### src/design/hpd_pkg.sv
// Shared types, constants and the threshold table for the core hotplug decision block.
// No dependencies; every other design file imports this package.
package hpd_pkg;

    localparam int NUM_CORES_DEF = 4;
    localparam int LOAD_W        = 7;
    localparam int N_W           = 3;
    localparam int NOW_W         = 48;
    localparam int DL_W          = 49;
    localparam int SUM_W         = 9;
    localparam int CFG_IDX_W     = 2;
    localparam int CFG_DATA_W    = 16;

    // floor(x / 3) as (x * 171) >> 9, exact for x below 512
    localparam logic [7:0] RECIP3    = 8'd171;
    localparam int         RECIP3_SH = 9;

    localparam logic [2:0]  RST_TOUCH_CORES = 3'd2;
    localparam logic [15:0] RST_HOLD_MS     = 16'd3000;
    localparam logic [6:0]  RST_TARGET      = 7'd50;

    localparam logic signed [7:0] UP_IDLE  = 8'sd3;
    localparam logic signed [7:0] DN_IDLE  = 8'sd6;
    localparam logic signed [7:0] UP_TOUCH = 8'sd15;
    localparam logic signed [7:0] DN_TOUCH = 8'sd7;
    localparam logic signed [7:0] UP_NORM  = 8'sd10;
    localparam logic signed [7:0] DN_NORM  = 8'sd5;

    localparam logic [CFG_IDX_W-1:0] CFG_TOUCH_CORES = 2'd0;
    localparam logic [CFG_IDX_W-1:0] CFG_HOLD_MS     = 2'd1;
    localparam logic [CFG_IDX_W-1:0] CFG_TARGET      = 2'd2;

    typedef enum logic [1:0] {
        ACT_NONE = 2'd0,
        ACT_UP   = 2'd1,
        ACT_DOWN = 2'd2
    } t_action;

    typedef struct packed {
        logic [2:0]  touch_cores;
        logic [15:0] hold_ms;
        logic [6:0]  target;
    } t_cfg;

    typedef struct packed {
        logic [NOW_W-1:0] now;
        logic [N_W-1:0]   n;
        logic             gpu_quiet;
        logic             touch;
    } t_item;

    typedef struct packed {
        logic [LOAD_W-1:0] dn;
        logic [LOAD_W-1:0] up;
    } t_level;

    // thresholds by GPU state and online core count minus one
    function automatic t_level hpd_level(input logic gpu_busy, input logic [1:0] idx);
        t_level l;
        l = '{dn: 7'd0, up: 7'd0};
        if (!gpu_busy) begin
            case (idx)
                2'd0: l = '{dn: 7'd0,  up: 7'd80};
                2'd1: l = '{dn: 7'd40, up: 7'd85};
                2'd2: l = '{dn: 7'd50, up: 7'd90};
                default: l = '{dn: 7'd60, up: 7'd100};
            endcase
        end else begin
            case (idx)
                2'd0: l = '{dn: 7'd0,  up: 7'd60};
                2'd1: l = '{dn: 7'd30, up: 7'd60};
                2'd2: l = '{dn: 7'd30, up: 7'd65};
                default: l = '{dn: 7'd40, up: 7'd100};
            endcase
        end
        return l;
    endfunction

endpackage

### src/design/hpd_lane.sv
// One load lane: captures a core's load, zeroed when the core is offline.
// Depends on hpd_pkg.
module hpd_lane
    import hpd_pkg::*;
#(
    parameter int LANE = 0
) (
    input  logic              i_clk,
    input  logic              i_en,
    input  logic [LOAD_W-1:0] i_load,
    input  logic [N_W-1:0]    i_n,
    output logic [LOAD_W-1:0] o_load
);

    localparam logic [N_W-1:0] LANE_ID = N_W'(LANE);

    logic [LOAD_W-1:0] r_load;

    always_ff @(posedge i_clk) begin
        if (i_en) begin
            r_load <= (LANE_ID < i_n) ? i_load : '0;
        end
    end

    assign o_load = r_load;

endmodule

### src/design/hpd_merge.sv
// Merge stage: sums the lane loads and divides by the online core count.
// Depends on hpd_pkg; fed by the hpd_lane outputs.
module hpd_merge
    import hpd_pkg::*;
#(
    parameter int NUM_CORES = NUM_CORES_DEF
) (
    input  logic              i_clk,
    input  logic              i_en,
    input  logic [LOAD_W-1:0] i_loads [NUM_CORES],
    input  logic [N_W-1:0]    i_n,
    output logic [LOAD_W-1:0] o_avg
);

    logic [SUM_W-1:0]   sum;
    logic [SUM_W+7:0]   prod3;
    logic [LOAD_W-1:0]  avg;
    logic [LOAD_W-1:0]  r_avg;

    always_comb begin
        sum = '0;
        for (int i = 0; i < NUM_CORES; i++) begin
            sum = sum + SUM_W'(i_loads[i]);
        end
        prod3 = (SUM_W+8)'(sum) * (SUM_W+8)'(RECIP3);
        unique case (i_n)
            3'd2:    avg = LOAD_W'(sum >> 1);
            3'd3:    avg = LOAD_W'(prod3 >> RECIP3_SH);
            3'd4:    avg = LOAD_W'(sum >> 2);
            default: avg = LOAD_W'(sum);
        endcase
    end

    always_ff @(posedge i_clk) begin
        if (i_en) begin
            r_avg <= avg;
        end
    end

    assign o_avg = r_avg;

endmodule

### src/design/hpd_ctrl.sv
// Decision logic: up/down counters, hold deadline and the core change request.
// Depends on hpd_pkg; takes the average from hpd_merge.
module hpd_ctrl
    import hpd_pkg::*;
#(
    parameter int NUM_CORES = NUM_CORES_DEF
) (
    input  logic              i_clk,
    input  logic              i_rst_n,
    input  t_cfg              i_cfg,
    input  t_item             i_s1,
    input  logic              i_s1_adv,
    input  t_item             i_s2,
    input  logic              i_dec,
    input  logic [LOAD_W-1:0] i_avg,
    output t_action           o_action,
    output logic [1:0]        o_core
);

    localparam logic [N_W-1:0] NUM_N = N_W'(NUM_CORES);

    logic signed [7:0] r_up, n_up, r_dn, n_dn;
    logic [DL_W-1:0]   r_dl, n_dl;
    logic [DL_W-1:0]   r_dl_full, r_dl_half;
    logic signed [7:0] tgt, upv, dnv, u1, d1;
    logic [DL_W-1:0]   now49;
    t_level            lvl;

    function automatic logic signed [7:0] sat8(input logic signed [9:0] v);
        if (v > 10'sd127) return 8'sd127;
        if (v < -10'sd128) return -8'sd128;
        return v[7:0];
    endfunction

    function automatic logic signed [9:0] ext(input logic signed [7:0] v);
        return {{2{v[7]}}, v};
    endfunction

    // deadline candidates one stage ahead of the decision
    always_ff @(posedge i_clk) begin
        if (i_s1_adv) begin
            r_dl_full <= DL_W'(i_s1.now) + DL_W'(i_cfg.hold_ms);
            r_dl_half <= DL_W'(i_s1.now) + DL_W'(i_cfg.hold_ms >> 1);
        end
    end

    always_comb begin
        tgt   = signed'({1'b0, i_cfg.target});
        now49 = DL_W'(i_s2.now);
        lvl   = hpd_level(!i_s2.gpu_quiet, 2'(i_s2.n - 3'd1));
        if (i_s2.gpu_quiet) begin
            upv = UP_IDLE;
            dnv = DN_IDLE;
        end else if (i_s2.touch && (i_s2.n < i_cfg.touch_cores)) begin
            upv = UP_TOUCH;
            dnv = DN_TOUCH;
        end else begin
            upv = UP_NORM;
            dnv = DN_NORM;
        end
        n_up     = r_up;
        n_dn     = r_dn;
        n_dl     = r_dl;
        u1       = r_up;
        d1       = r_dn;
        o_action = ACT_NONE;
        o_core   = '0;
        if (i_avg >= lvl.up) begin
            n_dl = r_dl_full;
            if (r_up < tgt) u1 = sat8(ext(r_up) + ext(upv));
            if (r_dn > 8'sd0) d1 = sat8(ext(r_dn) - ext(upv));
            if ((u1 >= tgt) && (i_s2.n < NUM_N)) begin
                o_action = ACT_UP;
                o_core   = 2'(i_s2.n);
                n_up     = '0;
                n_dn     = -tgt;
            end else begin
                n_up = u1;
                n_dn = d1;
            end
        end else if (i_avg <= lvl.dn) begin
            if (r_dn < tgt) d1 = sat8(ext(r_dn) + ext(dnv));
            if (r_up > 8'sd0) u1 = sat8(ext(r_up) - ext(dnv));
            // block at one core, or at the touch count while the hold lasts
            if ((d1 >= tgt) && !((i_s2.n == 3'd1) ||
                ((i_s2.n == i_cfg.touch_cores) && (r_dl > now49)))) begin
                o_action = ACT_DOWN;
                o_core   = 2'(i_s2.n - 3'd1);
                n_dl     = r_dl_full;
                n_up     = '0;
                n_dn     = '0;
            end else begin
                n_up = u1;
                n_dn = d1;
            end
        end else begin
            if (r_dl_half > r_dl) n_dl = r_dl_half;
            if (r_up > 8'sd0) n_up = sat8(ext(r_up) - ext(dnv));
            if (r_dn > 8'sd0) n_dn = sat8(ext(r_dn) - ext(dnv));
        end
    end

    always_ff @(posedge i_clk) begin
        if (!i_rst_n) begin
            r_up <= '0;
            r_dn <= '0;
            r_dl <= '0;
        end else if (i_dec) begin
            r_up <= n_up;
            r_dn <= n_dn;
            r_dl <= n_dl;
        end
    end

endmodule

### src/design/core_hotplug_decision.sv
// Core hotplug decision, top level.
// An accepted request passes the capture, average and decision stages into the output register.
// A new request is taken only once the last has left the decision stage; these stages hold
// a single request, since the counters it updates feed the next decision.
// The output register can hold a finished result while the next request is taken.
// Reset (synchronous, active low) clears counters, deadline and valids, and loads the config registers.
module core_hotplug_decision
    import hpd_pkg::*;
#(
    parameter int NUM_CORES = NUM_CORES_DEF
) (
    input  logic                  i_clk,
    input  logic                  i_rst_n,
    input  logic                  i_cfg_we,
    input  logic [CFG_IDX_W-1:0]  i_cfg_idx,
    input  logic [CFG_DATA_W-1:0] i_cfg_data,
    input  logic                  i_in_valid,
    output logic                  o_in_stall,
    input  logic [NOW_W-1:0]      i_now_ms,
    input  logic [LOAD_W-1:0]     i_load_core0,
    input  logic [LOAD_W-1:0]     i_load_core1,
    input  logic [LOAD_W-1:0]     i_load_core2,
    input  logic [LOAD_W-1:0]     i_load_core3,
    input  logic [N_W-1:0]        i_cores_online,
    input  logic                  i_gpu_is_idle,
    input  logic                  i_touch_boost_active,
    output logic                  o_out_valid,
    input  logic                  i_out_stall,
    output logic [1:0]            o_action,
    output logic [1:0]            o_target_core,
    output logic [LOAD_W-1:0]     o_average_load
);

    localparam logic [N_W-1:0] NUM_N = N_W'(NUM_CORES);

    t_cfg              r_cfg;
    t_item             r_s1, r_s2;
    logic              r_s1_v, r_s2_v, r_out_v;
    logic [1:0]        r_out_action, r_out_core;
    logic [LOAD_W-1:0] r_out_avg;
    logic              in_accept, dec;
    logic [N_W-1:0]    n_clamp;
    logic [LOAD_W-1:0] loads_in [4];
    logic [LOAD_W-1:0] lane_load [NUM_CORES];
    logic [LOAD_W-1:0] avg;
    t_action           action;
    logic [1:0]        core;

    assign o_in_stall = r_s1_v | r_s2_v;
    assign in_accept  = i_in_valid & ~o_in_stall;
    assign dec        = r_s2_v & (~r_out_v | ~i_out_stall);

    assign loads_in[0] = i_load_core0;
    assign loads_in[1] = i_load_core1;
    assign loads_in[2] = i_load_core2;
    assign loads_in[3] = i_load_core3;

    always_comb begin
        if (i_cores_online == 3'd0) begin
            n_clamp = 3'd1;
        end else if (i_cores_online > NUM_N) begin
            n_clamp = NUM_N;
        end else begin
            n_clamp = i_cores_online;
        end
    end

    always_ff @(posedge i_clk) begin
        if (!i_rst_n) begin
            r_cfg <= '{touch_cores: RST_TOUCH_CORES, hold_ms: RST_HOLD_MS,
                       target: RST_TARGET};
        end else if (i_cfg_we) begin
            unique case (i_cfg_idx)
                CFG_TOUCH_CORES: r_cfg.touch_cores <= i_cfg_data[2:0];
                CFG_HOLD_MS:     r_cfg.hold_ms     <= i_cfg_data;
                CFG_TARGET:      r_cfg.target      <= i_cfg_data[6:0];
                default: ;
            endcase
        end
    end

    always_ff @(posedge i_clk) begin
        if (!i_rst_n) begin
            r_s1_v  <= 1'b0;
            r_s2_v  <= 1'b0;
            r_out_v <= 1'b0;
        end else begin
            r_s1_v <= in_accept;
            if (r_s1_v) begin
                r_s2_v <= 1'b1;
            end else if (dec) begin
                r_s2_v <= 1'b0;
            end
            if (dec) begin
                r_out_v <= 1'b1;
            end else if (~i_out_stall) begin
                r_out_v <= 1'b0;
            end
        end
    end

    always_ff @(posedge i_clk) begin
        if (in_accept) begin
            r_s1 <= '{now: i_now_ms, n: n_clamp, gpu_quiet: i_gpu_is_idle,
                      touch: i_touch_boost_active};
        end
        if (r_s1_v) begin
            r_s2 <= r_s1;
        end
        if (dec) begin
            r_out_action <= action;
            r_out_core   <= core;
            r_out_avg    <= avg;
        end
    end

    for (genvar g = 0; g < NUM_CORES; g++) begin : g_lane
        hpd_lane #(
            .LANE (g)
        ) u_lane (
            .i_clk  (i_clk),
            .i_en   (in_accept),
            .i_load (loads_in[g]),
            .i_n    (n_clamp),
            .o_load (lane_load[g])
        );
    end

    hpd_merge #(
        .NUM_CORES (NUM_CORES)
    ) u_merge (
        .i_clk   (i_clk),
        .i_en    (r_s1_v),
        .i_loads (lane_load),
        .i_n     (r_s1.n),
        .o_avg   (avg)
    );

    hpd_ctrl #(
        .NUM_CORES (NUM_CORES)
    ) u_ctrl (
        .i_clk    (i_clk),
        .i_rst_n  (i_rst_n),
        .i_cfg    (r_cfg),
        .i_s1     (r_s1),
        .i_s1_adv (r_s1_v),
        .i_s2     (r_s2),
        .i_dec    (dec),
        .i_avg    (avg),
        .o_action (action),
        .o_core   (core)
    );

    assign o_out_valid    = r_out_v;
    assign o_action       = r_out_action;
    assign o_target_core  = r_out_core;
    assign o_average_load = r_out_avg;

endmodule

### config.mk
export PLATFORM = sky130hd
export DESIGN_NAME = core_hotplug_decision
export DESIGN_NICKNAME = d
export VERILOG_FILES = /design/src/design/hpd_pkg.sv /design/src/design/hpd_lane.sv /design/src/design/hpd_merge.sv /design/src/design/hpd_ctrl.sv /design/src/design/core_hotplug_decision.sv
export SDC_FILE = /design/constraint.sdc
export NUM_CORES = 1
export LEC_CHECK = 0
export ABC_CLOCK_PERIOD_IN_PS = 17400
export BUFFER_PORTS_ARGS = -buffer_cell sky130_fd_sc_hd__buf_2
export CAP_MARGIN = 25
export CORE_MARGIN = 1.5
export CORE_UTILIZATION = 65
export CTS_BUF_LIST = sky130_fd_sc_hd__clkbuf_8
export CTS_CLUSTER_DIAMETER = 80
export DETAILED_ROUTE_END_ITERATION = 16
export GPL_ROUTABILITY_DRIVEN = 0
export PLACE_DENSITY = 0.84
export SYNTH_ARGS = -nofsm -noshare
export SYNTH_HDL_FRONTEND = slang
export SYNTH_SLANG_ARGS = --single-unit
### constraint.sdc
create_clock -name i_clk -period 17.4 [get_ports i_clk]
set_input_delay 0.87 -clock i_clk [delete_from_list [all_inputs] [get_ports i_clk]]
set_output_delay 0.87 -clock i_clk [all_outputs]
set_load 0.01 [all_outputs]
==> impl_metrics.tcl <==
set metrics [dict create \
    cp_slowest_cell "fa_1" \
    skew_ns 0.0380 \
    crit_path_max_incr_delay_ns 0.53 \
    final_area_um2 23700 \
    syn_inst 2103 \
    die_area_um2 34400 \
    area_growth_pct 9.39 \
    p_comb_share_pct 56.5 \
    slew_headroom_pct 32.6 \
    power.leakage_uw 0.0103 \
    drtPass1Iterations 5 \
    dr.first_iter.drc_count 1370 \
    synth_top_area_share_pct 34.7 \
    cts_setup_buffers 0 \
    drive_above_1_share_pct 10.2 \
    n_fill_cell 2268 \
    max_clock_freq_mhz 137 \
    die_y_um 185 \
    cts_buffer_depth 3 \
    finalSetupTns_ns 0 \
    cp_max_fo 4 \
    start_kind "flop" \
    grt_pass1_wl_mm 81.2 \
    cts_hold_buffers 0 \
    synthesis.nets 2481 \
    rows 66 \
    yosys_warnings 0 \
    ys_types 72 \
    setup_viol 0 \
    io-pin-count 117 \
    drv_cap 0 \
    layout_common_cells "250 x edfxtp_1, 246 x ha_1, 244 x inv_1" \
    clock_latency_ns 0.67 \
    switching_power_uw 1660 \
    grt_pass1_vias 16387 \
    hpwl_mm 36.3 \
    clock-sinks 344 \
    period_minus_slack_ns 7.31 \
    outcome "finished, final reports clean" \
    die_x_um 185 \
    cts.reportedPaths.clkPinSlew_ns 0.06 \
    reg2reg_slack_ns 10.09 \
    crit_top_cell "inv_1" \
    antennaDiodeCount 0 \
    period_share_pct 42.0 \
    route.final.wire_length_mm 50.7 \
    p_int_uw 2250 \
    hold_violations 0 \
    cts_buffers 57 \
    crit_type "flop to flop" \
    yosysSeqAreaShare_pct 43.4 \
    critPathArrivalTime_ns 7.68 \
    antenna_found_initial 1 \
    synth_seq_cells 344 \
    grt_setup_unrepaired "no" \
    synthFlopType "edfxtp_1" \
    yosysTopAreaCell "edfxtp_1" \
    min_path_type "input pin to flop" \
    gr-total-overflow 0 \
    worstSetupEndpointType "flop" \
    grtUsageTotal_pct 30.0 \
    initial_utilization_pct 66.3 \
    wl_per_cell_um 18.7 \
    synth-async-reset-ratio_pct 0 \
    cts_tree "yes" \
    coreArea_um2 32600 \
    portBuffers 116 \
    syn-cell-area_um2 21600 \
    sw_frac_of_total_pct 42.4 \
    worstMarginPinSlew_ns 1.01 \
    via_per_inst 6.18 \
    final_common_cell "edfxtp_1" \
    antenna_left 0 \
    grt_max_degree 99 \
    root_buffer "clkbuf_8" \
    dpl_cell_area_um2 22600 \
    p_clk_share_pct 17.4 \
    crit_required_ns 17.77 \
    peakVddDrop_v 0.000319 \
    vias 16706 \
    syn_avg_cell_area_um2 10.3 \
    layout.nets 2594 \
    cts.repair.resized 0 \
    synth_edf_count 250 \
    power_density_nw_per_um2 165 \
    synth.area.top_cells "edfxtp_1 35%, ha_1 14%, dfxtp_1 8.7%" \
    htreeDepth 2 \
    seq_power_share_pct 26.1 \
    drc 0 \
    slew_violations 0 \
]
-- cell type report --
type / instances / area [um2] / area share [%]
Tap cell: 442 / 553 / 2.34
Multi-Input combinational cell: 1464 / 11100 / 46.9
Timing Repair Buffer: 130 / 689 / 2.92
Clock inverter: 40 / 183 / 0.772
Inverter: 219 / 822 / 3.48
Clock buffer: 66 / 908 / 3.84
Sequential cell: 344 / 9390 / 39.7
-- state kept, by name (all words and copies together), names as in the netlist --
| name | flops |
|---|---|
| u_ctrl.r_dl_full | 49 |
| r_s1 | 53 |
| g_lane.u_lane.o_load | 28 |
| o_action | 2 |
| u_merge.o_avg | 7 |
| u_ctrl.r_up | 8 |
| o_average_load | 7 |
| u_ctrl.r_dn | 8 |
| r_s2_v | 1 |
| r_s2 | 53 |
| u_ctrl.r_dl | 49 |
| r_s1_v | 1 |
| r_cfg | 26 |
| o_out_valid | 1 |
| u_ctrl.r_dl_half | 49 |
| o_target_core | 2 |
-- layer usage --
layer	vias to the layer above	global-route usage, %	share of wire [%]	routed length (um)
li1	7848	-	-	-
met1	7979	38.5	41	21000
met2	719	49.5	47	24000
met5	-	0	0.022	11
met4	2	14.8	4.0	2040
met3	158	4.64	7.1	3600
-- power by group through the flow --
stage	combinational, uW	sequential [uW]	clock [uW]
after floorplan	1620	1010	0
after global placement	1950	1030	0
after detailed placement	2130	1040	0
after CTS	2150	1020	690
after global routing	2430	1030	722
final	2210	1020	680
-- logic make-up after synthesis --
family | after synthesis | synth area share, %
AOI/OAI and AO/OA | 474 | 14.5
xor gates and xnor gates | 121 | 4.90
adders and majority gates | 274 | 16.8
buffers and inverters | 295 | 5.30
DFF | 344 | 43.4
muxes | 66 | 3.08
and+or+nand+nor | 529 | 11.9
-- critical path, delay by kind of cell (launching register included) --
kind	cells	cell delay, ns
flops	1	0.38
fa+ha+maj	8	3.02
simple gates	2	0.67
xor+xnor	2	0.26
buf+inv	5	0.42
compound gates	11	2.25
-- cell usage after synthesis (5+ instances only) --
| cell type | n |
|---|---|
| edfxtp_1 | 250 |
| o21bai_1 | 8 |
| a2111oi_0 | 5 |
| o21a_1 | 18 |
| a31oi_1 | 18 |
| nand3_1 | 54 |
| o221ai_1 | 5 |
| o21ai_1 | 5 |
| nand2b_1 | 21 |
| o22ai_1 | 8 |
| inv_1 | 219 |
| a211oi_1 | 16 |
| o311a_1 | 49 |
| a221oi_1 | 6 |
| nor2_1 | 104 |
| mux2i_1 | 61 |
| buf_2 | 11 |
| a21oi_1 | 112 |
| nor2b_1 | 38 |
| clkbuf_1 | 56 |
| a21o_1 | 34 |
| and3_1 | 11 |
| xor2_1 | 30 |
| o211ai_1 | 11 |
| or2_2 | 9 |
| nand2_1 | 163 |
| nand4_1 | 32 |
| fa_1 | 28 |
| o211a_1 | 6 |
| nor4_1 | 7 |
| and2_1 | 24 |
| dfxtp_1 | 94 |
| ha_1 | 246 |
| nand3b_1 | 5 |
| o31ai_1 | 6 |
| mux2_2 | 5 |
| nor3_1 | 35 |
| xnor2_1 | 91 |
| o21ai_0 | 131 |
| or3_1 | 10 |
-- through the flow --
stage,hold slack (ns),power (uW),util [%],setup slack (ns),std cells
floorplan,0.400,2640,-,10.41,2103
detailed placement,0.405,3170,69.1,10.16,2598
global placement,0.405,2990,69.1,10.51,2597
finish,0.381,3910,72.5,10.09,2705
CTS,0.348,3860,72.5,10.17,2704
global route,0.360,4180,72.5,9.68,2705
-- worst paths after layout --
path                                            start                    endpoint  cells past startpoint
min reg2reg                         r_s1[1]$_DFFE_PP_           r_s2[1]$_DFFE_PP_                      0
max          g_lane[0].u_lane.o_load[0]$_SDFFCE_PP0P_  u_merge.o_avg[6]$_DFFE_PP_                     28
max reg2reg  g_lane[0].u_lane.o_load[0]$_SDFFCE_PP0P_  u_merge.o_avg[6]$_DFFE_PP_                     28
min                                      i_now_ms[46]          r_s1[51]$_DFFE_PP_                      1
Note: power is estimated with default switching activity, not from simulation.
